===== src/design/asa_pkg.sv =====
`default_nettype none
// ----------------------------------------------------------------------------
// asa_pkg
// Shared types and codes for the slot aggregator.
// ----------------------------------------------------------------------------
package asa_pkg;

    localparam logic [1:0] ACT_DROP      = 2'd0;
    localparam logic [1:0] ACT_REFLECT   = 2'd1;
    localparam logic [1:0] ACT_MULTICAST = 2'd2;

    localparam int unsigned FIELD_LANES = 4;
    localparam int unsigned MASK_W      = 4;

    typedef struct packed {
        logic [2:0]  slot;
        logic [2:0]  chunk;
        logic [31:0] exponent;
        logic [3:0]  mask;
        logic [1:0]  bslot;
        logic        ver;
    } hdr_t;

    // controller -> datapath
    typedef struct packed {
        logic capture;
        logic decide;
        logic update;
        logic out_load;
    } cmd_t;

    // datapath -> controller
    typedef struct packed {
        logic chunk_zero;
    } stat_t;

endpackage
`default_nettype wire


===== src/design/asa_ctrl.sv =====
`default_nettype none
// ----------------------------------------------------------------------------
// asa_ctrl
// Sequencer: capture, decide (chunk 0), update store, present result.
// ----------------------------------------------------------------------------
module asa_ctrl
(
    input  wire logic          clk,
    input  wire logic          rst_n,
    input  wire logic          in_fire,
    input  wire logic          out_free,
    input  wire asa_pkg::stat_t stat,
    output asa_pkg::cmd_t      cmd,
    output logic               busy
);

    localparam logic [1:0] S_IDLE   = 2'd0;
    localparam logic [1:0] S_DECIDE = 2'd1;
    localparam logic [1:0] S_UPDATE = 2'd2;
    localparam logic [1:0] S_OUT    = 2'd3;

    logic [1:0] state_reg, state_next;

    always_comb
    begin
        state_next   = state_reg;
        cmd          = '0;
        case (state_reg)
            S_IDLE:
            begin
                if (in_fire)
                begin
                    cmd.capture = 1'b1;
                    state_next  = S_DECIDE;
                end
            end
            S_DECIDE:
            begin
                cmd.decide = stat.chunk_zero;
                state_next = S_UPDATE;
            end
            S_UPDATE:
            begin
                cmd.update = 1'b1;
                state_next = S_OUT;
            end
            S_OUT:
            begin
                if (out_free)
                begin
                    cmd.out_load = 1'b1;
                    state_next   = S_IDLE;
                end
            end
            default: state_next = S_IDLE;
        endcase
    end

    assign busy = (state_reg != S_IDLE);

    always_ff @(posedge clk or negedge rst_n)
    begin
        if (!rst_n)
            state_reg <= S_IDLE;
        else
            state_reg <= state_next;
    end

    a_capture_idle: assert property (@(posedge clk) disable iff (!rst_n)
        cmd.capture |=> state_reg == S_DECIDE) else $error("capture seq");
    a_update_out: assert property (@(posedge clk) disable iff (!rst_n)
        cmd.update |=> state_reg == S_OUT) else $error("update seq");
    a_load_idle: assert property (@(posedge clk) disable iff (!rst_n)
        cmd.out_load |=> state_reg == S_IDLE) else $error("load seq");

endmodule
`default_nettype wire


===== config.mk =====
export PLATFORM = sky130hd
export DESIGN_NAME = asa_ctrl
export DESIGN_NICKNAME = d
export VERILOG_FILES = /design/src/design/asa_pkg.sv /design/src/design/asa_ctrl.sv
export SDC_FILE = /design/constraint.sdc
export NUM_CORES = 1
export LEC_CHECK = 0
export ABC_CLOCK_PERIOD_IN_PS = 1150
export CAP_MARGIN = 10
export CELL_PAD_IN_SITES_DETAIL_PLACEMENT = 0
export CELL_PAD_IN_SITES_GLOBAL_PLACEMENT = 1
export CORE_AREA = 2 2 39 41
export CTS_BUF_LIST = sky130_fd_sc_hd__clkbuf_8
export DETAILED_ROUTE_END_ITERATION = 10
export DIE_AREA = 0 0 41 43
export DONT_BUFFER_PORTS = 1
export HOLD_SLACK_MARGIN = 0.12
export PLACE_DENSITY_LB_ADDON = 0.1
export SLEW_MARGIN = 25
export SYNTH_ARGS = -nofsm -noshare
export SYNTH_HDL_FRONTEND = slang
export SYNTH_SLANG_ARGS = --single-unit

===== constraint.sdc =====
create_clock -name clk -period 1.15 [get_ports clk]
set_input_delay 0.345 -clock clk [delete_from_list [all_inputs] [get_ports clk]]
set_output_delay 0.345 -clock clk [all_outputs]
set_load 0.02 [all_outputs]

==> out/qor.yml <==
holdWs_ns: 0.373
coreArea_mm2: 0.00138
yosysTopAreaCell: "ha_1"
synth_area_um2: 189
ir_worst_vdd_uv: 1040
pwr-share-seq_pct: 12.1
cp_max_fo: 3
avgSynthCellArea_um2: 10.5
die_x_um: 41
grt_use_met3_pct: 1.57
mappedNetlistNets: 28
ys_ff_latch: 2
worst_ep_required_time_ns: 0.81
ys_top_cells_by_area: "ha_1 33%, dfrtp_1 26%, inv_1 7.9%, mux2_4 7.9%, and2_1 6.6%"
drt_first_pass_iters: 1
start_util_pct: 13.7
powerDensity_mw_per_mm2: 3260
syn2layout_area_growth_pct: 104
switching_share_pct: 36.6
track_usage_pct: 5.72
wirelength_um: 447
crit_slowest_cell: "dfrtp_1"
cts.path.max_buffers: 2
place_ws_ns: -0.116
final_core_util_pct: 27.8
fmax_mhz: 722
antenna_left: 0
p_comb_share_pct: 66.2
num_vias: 162
status: "complete, but fails checks"
async_flop_share_pct: 100
synth_common_cells: "5 x ha_1, 4 x inv_1, 2 x and2_1, 2 x dfrtp_1"
p_leak_nw: 0.174
fin_nets: 42
synth_most_common_cell: "ha_1"
tns_ns: -1.26
timing.final.ws_setup_ns: -0.235
overflow: 0
multi_input_area_um2: 175
dpl.hpwl_um: 365
cp_slowest_stage_delay_ns: 0.41
dp.cells: 40
cts-root-buf: "clkbuf_8"
grt_max_degree: 4
grt_use_met2_pct: 8.44
io_buffers: 0
n_antenna_cell: 0
dieHeight_um: 43
stdcell_count: 46
path_clk_slew_ns: 0.03
seqCellArea_um2: 50.0
finalSetupViolCount: 7
synth_top_flop_cell: "dfrtp_1"
max_cap_violations: 0
grt_pass1_vias: 185
drc_errors: 0
dieArea_mm2: 0.00176
avgRoutedWirePerCell_um: 9.72
cp.arrival_ns: 1.04
cts_buffers: 3
ys_seq_area_share_pct: 26.5
largest_register_ffs: 2
io-pin-count: 10
antenna_found_initial: 0
drive_gt1_share_pct: 73.3
cts_tree: "built"
synth_edf_count: 0
clkSinkCount: 2
synth_cell_types: 9
crit_path_end_kind: "output port"
hold_viol: 0
hold_path.class: "input port to asynchronous set/reset pin"
routed_via_density: 3.52
maxSlewViolCount: 0
critPathKind: "register to output port"
grtUsageMet1_pct: 5.79
drt-initial-drc-count: 0
finalCritPeriodShare_pct: 120
worst_pin_slew_ns: 0.128
synth-warning-count: 0
yosysTopAreaCellShare_pct: 33.1
relSlewSlack_pct: 91.2
gp_congestion: 0.635
htreeDepth: 1
start_kind: "register"
fin_worst_skew_ns: 0.000623
worst-path-buf-inv: 1
internal-power_mw: 0.797
path_cells: "buf_6 > ha_4 > and2_4"
switchingPower_mw: 0.460
violations: "setup timing"
netlist_instances: 18
rsz0062_at_grt: "yes"
clkLatencyLatePin_ns: 0.21
p_clk_share_pct: 21.7
grt_pass1_wl_um: 648
cp_top_family: "flip-flops"
fillers: 148
final.min_clock_period_ns: 1.39
busiest_layer: "met2"
placementRows: 14
==> logic make-up (layout without fill, tap and decap cells) <==
logic type,after synthesis,after routing,share of synthesized area (%)
adders and majority gates,5,5,33.1
muxes,2,2,13.2
and+or+nand+nor,4,4,12.6
DFF,2,2,26.5
AOI/OAI and AO/OA,1,1,6.62
buffers and inverters,4,16,7.94
==> cells in the final DEF, fill, tap and decap left out <==
cell | netlist | final
inv_4 | 0 | 1
dlygate4sd3_1 | 0 | 1
ha_1 | 5 | 2
clkbuf_8 | 0 | 3
mux2i_1 | 1 | 1
o22ai_4 | 0 | 1
buf_6 | 0 | 3
and2_4 | 0 | 3
buf_4 | 0 | 5
mux2_4 | 1 | 1
inv_1 | 4 | 1
nor2_1 | 1 | 1
dfrtp_1 | 2 | 2
inv_2 | 0 | 2
ha_4 | 0 | 3
==> stage by stage <==
stage / instance area, um^2 / power (mW)
after floorplan: 215 / 0.606
after global placement: 280 / 0.843
after detailed placement: 280 / 0.837
after CTS: 364 / 1.22
after global routing: 385 / 1.36
final: 385 / 1.26
==> power groups by stage <==
stage               clock network, mW  registers [mW]  logic, mW
floorplan                           0           0.146      0.460
global placement                    0           0.150      0.694
detailed placement                  0           0.152      0.686
CTS                             0.285           0.154      0.785
global route                    0.283           0.159      0.914
finish                          0.273           0.152      0.832
==> routing by layer <==
metal / routed length, um / part of all wire, % / vias up
met4: 0 / 0 / 0
met5: 0 / 0 / -
met3: 56 / 13 / 0
met2: 238 / 53 / 7
li1: - / - / 79
met1: 151 / 34 / 76
==> cell type report <==
cell class | instances | area share, %
flip-flops and latches | 2 | 13.0
clock buffers | 3 | 10.7
well taps | 16 | 5.19
multi-input cells | 12 | 45.5
inverters | 4 | 4.55
repair buffers | 9 | 21.1
==> worst reg2reg max path, cell delays in order (launching register included) <==
cell	delay [ns]
dfrtp_1	0.40
ha_1	0.18
inv_1	0.07
o22ai_4	0.19
mux2_4	0.32
==> final timing paths <==
check,from,end,slack (ns),cells past startpoint
max reg2reg,state_reg[0],state_reg[1],-0.12,4
max in group asynchronous,rst_n,state_reg[0],0.65,1
min,rst_n,state_reg[1],0.37,1
max,state_reg[0],cmd[2],-0.24,3
min reg2reg,state_reg[1],state_reg[1],0.69,2
min in group clk,out_free,state_reg[1],0.42,2
==> repair_timing <==
action | in CTS | in global routing
gates resized for setup | 7 | 2
setup endpoints to repair | 7 | 7
hold endpoints to repair | 2 | 0
hold buffers | 1 | 0
pin swaps | 4 | 3
cloned | 0 | 0
setup buffers | 1 | 1
Note: power is estimated with default switching activity, not from simulation.
